--- config.mk ---
export PLATFORM = sky130hd
export DESIGN_NAME = json_string_token_matcher_flat
export DESIGN_NICKNAME = d
export VERILOG_FILES = /design/src/rtl/jstm_pkg.sv /design/src/rtl/jstm_if.sv /design/src/rtl/jstm_step.sv /design/src/rtl/json_string_token_matcher.sv /design/src/flat_wrapper.sv
export SDC_FILE = /design/constraint.sdc
export NUM_CORES = 1
export LEC_CHECK = 0
export BUFFER_PORTS_ARGS = -buffer_cell sky130_fd_sc_hd__buf_2
export CORE_AREA = 2 2 147 149
export DETAILED_ROUTE_END_ITERATION = 10
export DIE_AREA = 0 0 149 151
export PLACE_DENSITY = 0.48
export SETUP_SLACK_MARGIN = 0.02
export SYNTH_ARGS = -nofsm -noshare
export SYNTH_HDL_FRONTEND = slang
export SYNTH_SLANG_ARGS = --single-unit
export TNS_END_PERCENT = 50
--- constraint.sdc ---
create_clock -name clock -period 4.5 [get_ports clock]
set_clock_uncertainty 0.15 [all_clocks]
set_input_delay 0.9 -clock clock [delete_from_list [all_inputs] [get_ports clock]]
set_output_delay 0.9 -clock clock [all_outputs]
set_load 0.005 [all_outputs]
--- src/rtl/jstm_pkg.sv ---
// ----------------------------------------------------------------------------
// JSON string matcher package
// Shared types, character codes and byte classifiers for the string matcher.
// ----------------------------------------------------------------------------
package jstm_pkg;

   // parse phase of the current string
   typedef enum logic [2:0] {
      PH_IDLE = 3'd0,
      PH_BODY = 3'd1,
      PH_ESC  = 3'd2,
      PH_HEX  = 3'd3,
      PH_UTF  = 3'd4
   } phase_type;

   // control state carried from byte to byte
   typedef struct packed {
      phase_type  phase;
      logic       escape_seen;
      logic [2:0] bytes_expected;
      logic [2:0] seq_position;
      logic       fault_pending;
      logic [2:0] fault_offset;
   } ctrl_type;

   // one result word
   typedef struct packed {
      logic        status;
      logic        had_escape;
      logic [15:0] token_length;
   } result_type;

   localparam logic STATUS_OK    = 1'b0;
   localparam logic STATUS_ERROR = 1'b1;

   // character codes
   localparam logic [7:0] CH_QUOTE     = 8'h22;
   localparam logic [7:0] CH_BACKSLASH = 8'h5C;
   localparam logic [7:0] CH_SLASH     = 8'h2F;
   localparam logic [7:0] CH_B         = 8'h62;
   localparam logic [7:0] CH_F         = 8'h66;
   localparam logic [7:0] CH_N         = 8'h6E;
   localparam logic [7:0] CH_R         = 8'h72;
   localparam logic [7:0] CH_T         = 8'h74;
   localparam logic [7:0] CH_U         = 8'h75;
   localparam logic [7:0] CH_SPACE     = 8'h20;
   localparam logic [7:0] CH_DEL       = 8'h7F;

   // number of bytes in a UTF-8 sequence from its lead byte, 0 if not a lead
   function automatic logic [2:0] lead_length(input logic [7:0] b);
      logic [2:0] n;
      unique case (b) inside
         [8'hC0:8'hDF]: n = 3'd2;
         [8'hE0:8'hEF]: n = 3'd3;
         [8'hF0:8'hF7]: n = 3'd4;
         [8'hF8:8'hFB]: n = 3'd5;
         [8'hFC:8'hFD]: n = 3'd6;
         default:       n = 3'd0;
      endcase
      return n;
   endfunction

   // letters allowed after a backslash, other than u
   function automatic logic simple_escape(input logic [7:0] b);
      return (b == CH_B) || (b == CH_F) || (b == CH_N) || (b == CH_R)
          || (b == CH_T) || (b == CH_BACKSLASH) || (b == CH_SLASH)
          || (b == CH_QUOTE);
   endfunction

   function automatic logic hex_digit(input logic [7:0] b);
      return ((b >= 8'h30) && (b <= 8'h39)) || ((b >= 8'h61) && (b <= 8'h66))
          || ((b >= 8'h41) && (b <= 8'h46));
   endfunction

endpackage

--- src/rtl/jstm_if.sv ---
// ----------------------------------------------------------------------------
// JSON string matcher channels
// Valid/ready channels for input bytes, results and the mode register.
// ----------------------------------------------------------------------------

// input byte channel
interface jstm_req_if;
   logic       valid;
   logic       ready;
   logic [7:0] data_byte;
   logic       first_byte;
   logic       buffer_end;

   modport source (output valid, output data_byte, output first_byte,
                   output buffer_end, input ready);
   modport sink   (input valid, input data_byte, input first_byte,
                   input buffer_end, output ready);
endinterface

// result channel
interface jstm_rsp_if;
   logic        valid;
   logic        ready;
   logic        status;
   logic        had_escape;
   logic [15:0] token_length;

   modport source (output valid, output status, output had_escape,
                   output token_length, input ready);
   modport sink   (input valid, input status, input had_escape,
                   input token_length, output ready);
endinterface

// mode register write channel
interface jstm_csr_if;
   logic valid;
   logic ready;
   logic strict_mode;

   modport source (output valid, output strict_mode, input ready);
   modport sink   (input valid, input strict_mode, output ready);
endinterface

--- src/rtl/jstm_step.sv ---
// ----------------------------------------------------------------------------
// JSON string matcher step logic
// Next state, length update and result for one byte of the string.
// ----------------------------------------------------------------------------
module jstm_step #(
   parameter int LENGTH_BITS = 16
) (
   input  jstm_pkg::ctrl_type      ctrl_cur,
   input  logic [LENGTH_BITS-1:0]  len_cur,
   input  logic [7:0]              data_byte,
   input  logic                    first_byte,
   input  logic                    buffer_end,
   input  logic                    strict_mode,
   output jstm_pkg::ctrl_type      ctrl_nxt,
   output logic [LENGTH_BITS-1:0]  len_nxt,
   output logic                    emit,
   output jstm_pkg::result_type    result
);

   // saturating add of a small amount
   function automatic logic [LENGTH_BITS-1:0] sat_add(
      input logic [LENGTH_BITS-1:0] a,
      input logic [2:0]             k
   );
      logic [LENGTH_BITS:0] s;
      s = {1'b0, a} + (LENGTH_BITS+1)'(k);
      return s[LENGTH_BITS] ? {LENGTH_BITS{1'b1}} : s[LENGTH_BITS-1:0];
   endfunction

   logic [2:0]                lead_n;
   logic                      cont_bad;
   logic                      fp_new;
   logic [2:0]                fo_new;
   logic [3:0]                seq_inc;
   logic [LENGTH_BITS-1:0]    len_one;
   logic [LENGTH_BITS-1:0]    len_two;
   logic [LENGTH_BITS-1:0]    len_four;
   logic [LENGTH_BITS-1:0]    len_seq;
   logic [LENGTH_BITS-1:0]    len_fault;
   logic [LENGTH_BITS-1:0]    res_len;
   logic                      res_status;
   logic [LENGTH_BITS+15:0]   res_wide;

   assign lead_n    = jstm_pkg::lead_length(data_byte);
   assign cont_bad  = !(data_byte[7] && !data_byte[6]);
   assign fp_new    = ctrl_cur.fault_pending || cont_bad;
   assign fo_new    = (cont_bad && !ctrl_cur.fault_pending) ? ctrl_cur.seq_position
                                                            : ctrl_cur.fault_offset;
   assign seq_inc   = {1'b0, ctrl_cur.seq_position} + 4'd1;
   assign len_one   = sat_add(len_cur, 3'd1);
   assign len_two   = sat_add(len_cur, 3'd2);
   assign len_four  = sat_add(len_cur, 3'd4);
   assign len_seq   = sat_add(len_cur, ctrl_cur.bytes_expected);
   assign len_fault = sat_add(len_cur, fo_new);

   // phase transitions
   always_comb begin
      ctrl_nxt   = ctrl_cur;
      len_nxt    = len_cur;
      emit       = 1'b0;
      res_status = jstm_pkg::STATUS_ERROR;
      res_len    = len_cur;

      if (first_byte) begin
         // opening quote, whatever the byte is
         ctrl_nxt.phase          = jstm_pkg::PH_BODY;
         ctrl_nxt.escape_seen    = 1'b0;
         ctrl_nxt.bytes_expected = 3'd0;
         ctrl_nxt.seq_position   = 3'd0;
         ctrl_nxt.fault_pending  = 1'b0;
         ctrl_nxt.fault_offset   = 3'd0;
         len_nxt                 = LENGTH_BITS'(1);
         res_len                 = LENGTH_BITS'(1);
         emit                    = buffer_end;
      end else begin
         unique case (ctrl_cur.phase)
            jstm_pkg::PH_BODY: begin
               if (data_byte == jstm_pkg::CH_QUOTE) begin
                  emit       = 1'b1;
                  res_status = jstm_pkg::STATUS_OK;
                  res_len    = len_one;
               end else if (data_byte == jstm_pkg::CH_BACKSLASH) begin
                  ctrl_nxt.escape_seen = 1'b1;
                  ctrl_nxt.phase       = jstm_pkg::PH_ESC;
                  emit                 = buffer_end;
               end else if (!data_byte[7]) begin
                  if (strict_mode && ((data_byte < jstm_pkg::CH_SPACE)
                                      || (data_byte == jstm_pkg::CH_DEL))) begin
                     emit = 1'b1;
                  end else begin
                     len_nxt = len_one;
                     res_len = len_one;
                     emit    = buffer_end;
                  end
               end else if ((lead_n == 3'd0) || buffer_end) begin
                  emit = 1'b1;
               end else begin
                  ctrl_nxt.bytes_expected = lead_n;
                  ctrl_nxt.seq_position   = 3'd1;
                  ctrl_nxt.fault_pending  = 1'b0;
                  ctrl_nxt.fault_offset   = 3'd0;
                  ctrl_nxt.phase          = jstm_pkg::PH_UTF;
               end
            end

            jstm_pkg::PH_ESC: begin
               if ((data_byte == jstm_pkg::CH_U) || jstm_pkg::simple_escape(data_byte)) begin
                  len_nxt = len_two;
                  res_len = len_two;
                  emit    = buffer_end;
                  ctrl_nxt.seq_position = 3'd0;
                  ctrl_nxt.phase = (data_byte == jstm_pkg::CH_U) ? jstm_pkg::PH_HEX
                                                                 : jstm_pkg::PH_BODY;
               end else begin
                  emit = 1'b1;
               end
            end

            jstm_pkg::PH_HEX: begin
               if (!jstm_pkg::hex_digit(data_byte) || buffer_end) begin
                  emit = 1'b1;
               end else if (seq_inc >= 4'd4) begin
                  len_nxt               = len_four;
                  ctrl_nxt.seq_position = 3'd0;
                  ctrl_nxt.phase        = jstm_pkg::PH_BODY;
               end else begin
                  ctrl_nxt.seq_position = seq_inc[2:0];
               end
            end

            jstm_pkg::PH_UTF: begin
               ctrl_nxt.fault_pending = fp_new;
               ctrl_nxt.fault_offset  = fo_new;
               if (seq_inc >= {1'b0, ctrl_cur.bytes_expected}) begin
                  // last byte of the sequence
                  if (fp_new) begin
                     emit    = 1'b1;
                     res_len = len_fault;
                  end else begin
                     len_nxt               = len_seq;
                     res_len               = len_seq;
                     emit                  = buffer_end;
                     ctrl_nxt.seq_position = 3'd0;
                     ctrl_nxt.phase        = jstm_pkg::PH_BODY;
                  end
               end else if (buffer_end) begin
                  emit = 1'b1;
               end else begin
                  ctrl_nxt.seq_position = seq_inc[2:0];
               end
            end

            default: begin
               // idle: bytes outside a string are dropped
               ctrl_nxt.phase = jstm_pkg::PH_IDLE;
            end
         endcase
      end

      if (emit) begin
         ctrl_nxt.phase = jstm_pkg::PH_IDLE;
      end
   end

   // result word, length cut to the port width
   assign res_wide            = (LENGTH_BITS+16)'(res_len);
   assign result.status       = res_status;
   assign result.had_escape   = (res_status == jstm_pkg::STATUS_OK) ? ctrl_cur.escape_seen
                                                                    : 1'b0;
   assign result.token_length = res_wide[15:0];

endmodule

--- src/rtl/json_string_token_matcher.sv ---
// ----------------------------------------------------------------------------
// JSON string token matcher
// Checks a JSON string token byte by byte and reports one result per string.
// ----------------------------------------------------------------------------
// Usage:
//   req_bus carries one byte per word with first_byte marking the opening
//   quote and buffer_end marking the last byte of the buffer. rsp_bus gives
//   at most one word per string: status 0 with had_escape and the length
//   including both quotes, or status 1 with the error length. csr_bus writes
//   strict_mode, which rejects control bytes and DEL inside the string; it is
//   always ready. The user writes it only while no string is in flight; the
//   block itself does not enforce this. Result path: the byte that ends the
//   string passes the input register, then the result register, before its
//   result appears on rsp_bus. Throughput: one byte per cycle while rsp_bus
//   does not stall; the state update between the registers is combinational.
//   Reset clears the parse state to idle, strict_mode to 0 and both
//   registers to empty. When rsp_bus stalls with a result held, the input
//   register keeps its byte and req_bus ready drops once it is full; no
//   word is lost or repeated.
// ----------------------------------------------------------------------------
module json_string_token_matcher #(
   parameter int LENGTH_BITS = 16
) (
   input  logic              clock,
   input  logic              reset,
   jstm_req_if.sink          req_bus,
   jstm_rsp_if.source        rsp_bus,
   jstm_csr_if.sink          csr_bus
);

   logic                    strict_ff;
   logic                    in_valid_ff;
   logic [7:0]              in_byte_ff;
   logic                    in_first_ff;
   logic                    in_last_ff;
   jstm_pkg::ctrl_type      ctrl_ff;
   jstm_pkg::ctrl_type      ctrl_in;
   logic [LENGTH_BITS-1:0]  len_ff;
   logic [LENGTH_BITS-1:0]  len_in;
   logic                    emit;
   jstm_pkg::result_type    result;
   logic                    out_valid_ff;
   jstm_pkg::result_type    out_ff;
   logic                    advance;

   // byte in the input register moves on when the result slot is free
   assign advance       = in_valid_ff && (!out_valid_ff || rsp_bus.ready);
   assign req_bus.ready = !in_valid_ff || advance;
   assign csr_bus.ready = 1'b1;

   // mode register
   always_ff @(posedge clock) begin
      if (reset) begin
         strict_ff <= 1'b0;
      end else if (csr_bus.valid) begin
         strict_ff <= csr_bus.strict_mode;
      end
   end

   // input register
   always_ff @(posedge clock) begin
      if (reset) begin
         in_valid_ff <= 1'b0;
      end else if (req_bus.ready) begin
         in_valid_ff <= req_bus.valid;
      end
   end

   always_ff @(posedge clock) begin
      if (req_bus.ready && req_bus.valid) begin
         in_byte_ff  <= req_bus.data_byte;
         in_first_ff <= req_bus.first_byte;
         in_last_ff  <= req_bus.buffer_end;
      end
   end

   jstm_step #(
      .LENGTH_BITS (LENGTH_BITS)
   ) u_step (
      .ctrl_cur    (ctrl_ff),
      .len_cur     (len_ff),
      .data_byte   (in_byte_ff),
      .first_byte  (in_first_ff),
      .buffer_end  (in_last_ff),
      .strict_mode (strict_ff),
      .ctrl_nxt    (ctrl_in),
      .len_nxt     (len_in),
      .emit        (emit),
      .result      (result)
   );

   // parse state
   always_ff @(posedge clock) begin
      if (reset) begin
         ctrl_ff <= '{phase: jstm_pkg::PH_IDLE, default: '0};
         len_ff  <= '0;
      end else if (advance) begin
         ctrl_ff <= ctrl_in;
         len_ff  <= len_in;
      end
   end

   // result register
   always_ff @(posedge clock) begin
      if (reset) begin
         out_valid_ff <= 1'b0;
      end else if (advance) begin
         out_valid_ff <= emit;
      end else if (rsp_bus.ready) begin
         out_valid_ff <= 1'b0;
      end
   end

   always_ff @(posedge clock) begin
      if (advance && emit) begin
         out_ff <= result;
      end
   end

   assign rsp_bus.valid        = out_valid_ff;
   assign rsp_bus.status       = out_ff.status;
   assign rsp_bus.had_escape   = out_ff.had_escape;
   assign rsp_bus.token_length = out_ff.token_length;

endmodule

--- src/flat_wrapper.sv ---
// flat-port wrapper written by rule: the top's interface ports become plain ports
module json_string_token_matcher_flat 
#(
   parameter int LENGTH_BITS = 16
)
  (clock, reset, req_bus_valid, req_bus_data_byte, req_bus_first_byte, req_bus_buffer_end, req_bus_ready, rsp_bus_valid, rsp_bus_status, rsp_bus_had_escape, rsp_bus_token_length, rsp_bus_ready, csr_bus_valid, csr_bus_strict_mode, csr_bus_ready);
  jstm_req_if req_bus_i ();
  jstm_rsp_if rsp_bus_i ();
  jstm_csr_if csr_bus_i ();
  input  logic clock;
  input  logic reset;
  input wire logic [$bits(req_bus_i.valid)-1:0] req_bus_valid;
  input wire logic [$bits(req_bus_i.data_byte)-1:0] req_bus_data_byte;
  input wire logic [$bits(req_bus_i.first_byte)-1:0] req_bus_first_byte;
  input wire logic [$bits(req_bus_i.buffer_end)-1:0] req_bus_buffer_end;
  output wire logic [$bits(req_bus_i.ready)-1:0] req_bus_ready;
  output wire logic [$bits(rsp_bus_i.valid)-1:0] rsp_bus_valid;
  output wire logic [$bits(rsp_bus_i.status)-1:0] rsp_bus_status;
  output wire logic [$bits(rsp_bus_i.had_escape)-1:0] rsp_bus_had_escape;
  output wire logic [$bits(rsp_bus_i.token_length)-1:0] rsp_bus_token_length;
  input wire logic [$bits(rsp_bus_i.ready)-1:0] rsp_bus_ready;
  input wire logic [$bits(csr_bus_i.valid)-1:0] csr_bus_valid;
  input wire logic [$bits(csr_bus_i.strict_mode)-1:0] csr_bus_strict_mode;
  output wire logic [$bits(csr_bus_i.ready)-1:0] csr_bus_ready;
  assign req_bus_i.valid = req_bus_valid;
  assign req_bus_i.data_byte = req_bus_data_byte;
  assign req_bus_i.first_byte = req_bus_first_byte;
  assign req_bus_i.buffer_end = req_bus_buffer_end;
  assign req_bus_ready = req_bus_i.ready;
  assign rsp_bus_valid = rsp_bus_i.valid;
  assign rsp_bus_status = rsp_bus_i.status;
  assign rsp_bus_had_escape = rsp_bus_i.had_escape;
  assign rsp_bus_token_length = rsp_bus_i.token_length;
  assign rsp_bus_i.ready = rsp_bus_ready;
  assign csr_bus_i.valid = csr_bus_valid;
  assign csr_bus_i.strict_mode = csr_bus_strict_mode;
  assign csr_bus_ready = csr_bus_i.ready;
  json_string_token_matcher #(.LENGTH_BITS(LENGTH_BITS)) u_core (.clock(clock), .reset(reset), .req_bus(req_bus_i), .rsp_bus(rsp_bus_i), .csr_bus(csr_bus_i));
endmodule
==> impl_metrics.json <==
{
  "final_nets": 882,
  "numCtsBuffers": 9,
  "synth.net_count": 853,
  "cts_resized": 0,
  "rsz0062_at_grt": "no",
  "drv_cap": 0,
  "hp-class": "reg2reg",
  "end_kind": "flop",
  "die_x_um": 149,
  "area_delta_synth_final_pct": 14.8,
  "hold_viol_final": 0,
  "synth.top_cells.by_area": "edfxtp_1, dfxtp_1, nand2_1",
  "first_pass_iters": 5,
  "io_buffers": 35,
  "ys.flop_type": "dfxtp_1",
  "route.vias.total": 7038,
  "rows": 53,
  "grt_pass1_vias": 6705,
  "cts.sinks": 61,
  "path_class": "reg2reg",
  "htreeDepth": 3,
  "syn_inst": 822,
  "grt_max_degree": 22,
  "r2r_setup_slack_ns": 0.59,
  "clk_path_buf_depth": 2,
  "die-area_um2": 22500,
  "cts-root-buf": "clkbuf_16",
  "vias_per_cell": 6.22,
  "worstMarginPinSlew_ns": 1.07,
  "fin_crit_ns": 3.91,
  "cts.repair_timing.setup_buffer_count": 0,
  "io_pins": 37,
  "critPathCapture": "u_core.rsp_bus.token_length[7]",
  "netlist_top_cells_count": "nand2_1, nor2_1, o21ai_0, a21oi_1, clkbuf_1",
  "syn_area_um2": 6140,
  "startpoint_type": "flop",
  "start_util_pct": 29.5,
  "gp_congestion": 1.04,
  "core_area_um2": 20800,
  "grt_pass1_wl_mm": 43.6,
  "die_y_um": 151,
  "ys_types": 97,
  "dp_hpwl_mm": 20.8,
  "cp.required_ns": 4.52,
  "synth_top_area_cell": "edfxtp_1",
  "synthArstFlopShare_pct": 0,
  "clock_latency_ns": 0.36,
  "wl_per_cell_um": 25.8,
  "layout-drive-gt1-share_pct": 16.4,
  "antenna_found_initial": 0,
  "status": "finished, final reports clean",
  "clk_pin_slew_ns": 0.07,
  "grt_overflow": 0,
  "synth_edf_count": 28,
  "holdPathStages": 2,
  "drtIter0Drc": 855,
  "ys_ff_latch": 61,
  "cp-startpoint": "u_core.in_byte_ff[6]",
  "peakVddDrop_mv": 0.165,
  "fillerInstances": 2245,
  "synth_area_per_cell_um2": 7.47,
  "finalMaxSlewViolations": 0,
  "synth_most_common_cell": "nand2_1",
  "drc": 0,
  "yosysTopAreaCellShare_pct": 13.7,
  "r2r_cells": 12,
  "power_uw": 1520,
  "synth_seq_area_share_pct": 24.4,
  "ys_warn_count": 0,
  "wirelength_mm": 29.2,
  "setup_viol": 0,
  "clock.fmax_mhz": 256,
  "cp_max_fo": 12,
  "ant_nets": 0,
  "arrival_ns": 3.92,
  "antennaDiodeCount": 0,
  "tns_ns": 0,
  "p_per_area_nw_per_um2": 216,
  "cts_hold_buf": 0,
  "max_slew_margin_pct": 28.1,
  "regToRegEndpoint": "u_core.rsp_bus.token_length[7]",
  "cts_tree": "done",
  "fin_crit_sh_pct": 86.8,
  "grt.total_usage_pct": 26.4,
  "reg2reg_from": "u_core.in_byte_ff[6]",
  "p_leak_uw": 0.00232
}
## critical path: stages, from the launching register on
cell	delay (ns)
edfxtp_1	0.32
buf_4	0.17
inv_1	0.12
a21oi_1	0.37
mux2_2	0.40
ha_1	0.35
a21o_1	0.20
nand2_1	0.13
o21ai_1	0.61
o22ai_1	0.18
o21ai_0	0.28
a21oi_1	0.11
a311oi_1	0.31
## registers in the layout, indices dropped and copies added (netlist names)
signal / count
u_core.len_ff: 16
u_core.in_byte_ff: 8
u_core.in_valid_ff: 1
u_core.rsp_bus.token_length: 16
u_core.ctrl_ff: 14
u_core.in_first_ff: 1
u_core.rsp_bus.valid: 1
u_core.strict_ff: 1
u_core.in_last_ff: 1
u_core.rsp_bus.had_escape: 1
u_core.rsp_bus.status: 1
## per-layer routing
layer,vias to the layer above,wire [um],global-route usage [%]
met2,418,12600,39.6
met5,-,0,0
met3,88,2740,6.54
li1,3207,-,-
met4,0,1300,12.9
met1,3325,12500,35.3
## layout by cell type (no fill, tap or decap), types with 14 or more instances in the layout
cell      netlist  routed
a21oi_1        66      66
a31oi_1        24      24
and3_1         14      14
buf_2          18      35
buf_4           3      53
dfxtp_1        33      33
edfxtp_1       28      28
inv_1          14      14
nand2_1        95      95
nand3_1        35      35
nand4_1        18      18
nor2_1         73      73
nor3_1         16      16
o21ai_0        68      68
xnor2_1        17      17
## final cells by class
cell class	instances	area (um2)	area share (%)
multi-input cells	676	4290	60.8
clock inverters	7	62.6	0.887
flip-flops and latches	61	1500	21.3
repair buffers	88	573	8.12
well taps	275	344	4.88
inverters	15	56.3	0.798
clock buffers	9	225	3.19
## worst min path at each step
stage | start | to | slack (ns)
3_5_place_dp | u_core.ctrl_ff[1] | u_core.ctrl_ff[1] | 0.29
2_1_floorplan | u_core.ctrl_ff[0] | u_core.ctrl_ff[0] | 0.28
5_1_grt | u_core.ctrl_ff[1] | u_core.ctrl_ff[1] | 0.32
6_report | u_core.ctrl_ff[1] | u_core.ctrl_ff[1] | 0.31
3_3_place_gp | u_core.ctrl_ff[1] | u_core.ctrl_ff[1] | 0.29
4_1_cts | u_core.ctrl_ff[1] | u_core.ctrl_ff[1] | 0.30
## report_power, final
group	internal [uW]	switching [uW]	leakage [uW]
Clock	385	342	0.000139
Sequential	594	21.3	0.000521
Combinational	60.0	121	0.00166
Total	1040	484	0.00232
## metrics by stage
stage / worst slack, ns / area, um2 / std cells / util [%] / hold WS (ns)
3_5_place_dp: 0.716 / 6770 / 1115 / 32.5 / 0.295
3_3_place_gp: 0.774 / 6770 / 1115 / 32.5 / 0.293
2_1_floorplan: 0.693 / 6140 / 822 / - / 0.279
5_1_grt: 0.323 / 7050 / 1131 / 33.9 / 0.321
6_report: 0.594 / 7050 / 1131 / 33.9 / 0.305
4_1_cts: 0.684 / 7050 / 1131 / 33.9 / 0.304
## cells by family (layout without fill, tap and decap cells)
group / count (synthesis) / count (layout) / share of synthesized area [%]
and+or+nand+nor: 328 / 328 / 27.5
AOI/OAI and AO/OA: 295 / 295 / 33.2
buffers and inverters: 85 / 119 / 5.99
DFF: 61 / 61 / 24.4
xor gates and xnor gates: 28 / 28 / 3.99
adders and majority gates: 15 / 15 / 3.30
muxes: 9 / 9 / 1.53
other: 1 / 1 / 0.0611
Note: power is estimated with default switching activity, not from simulation.
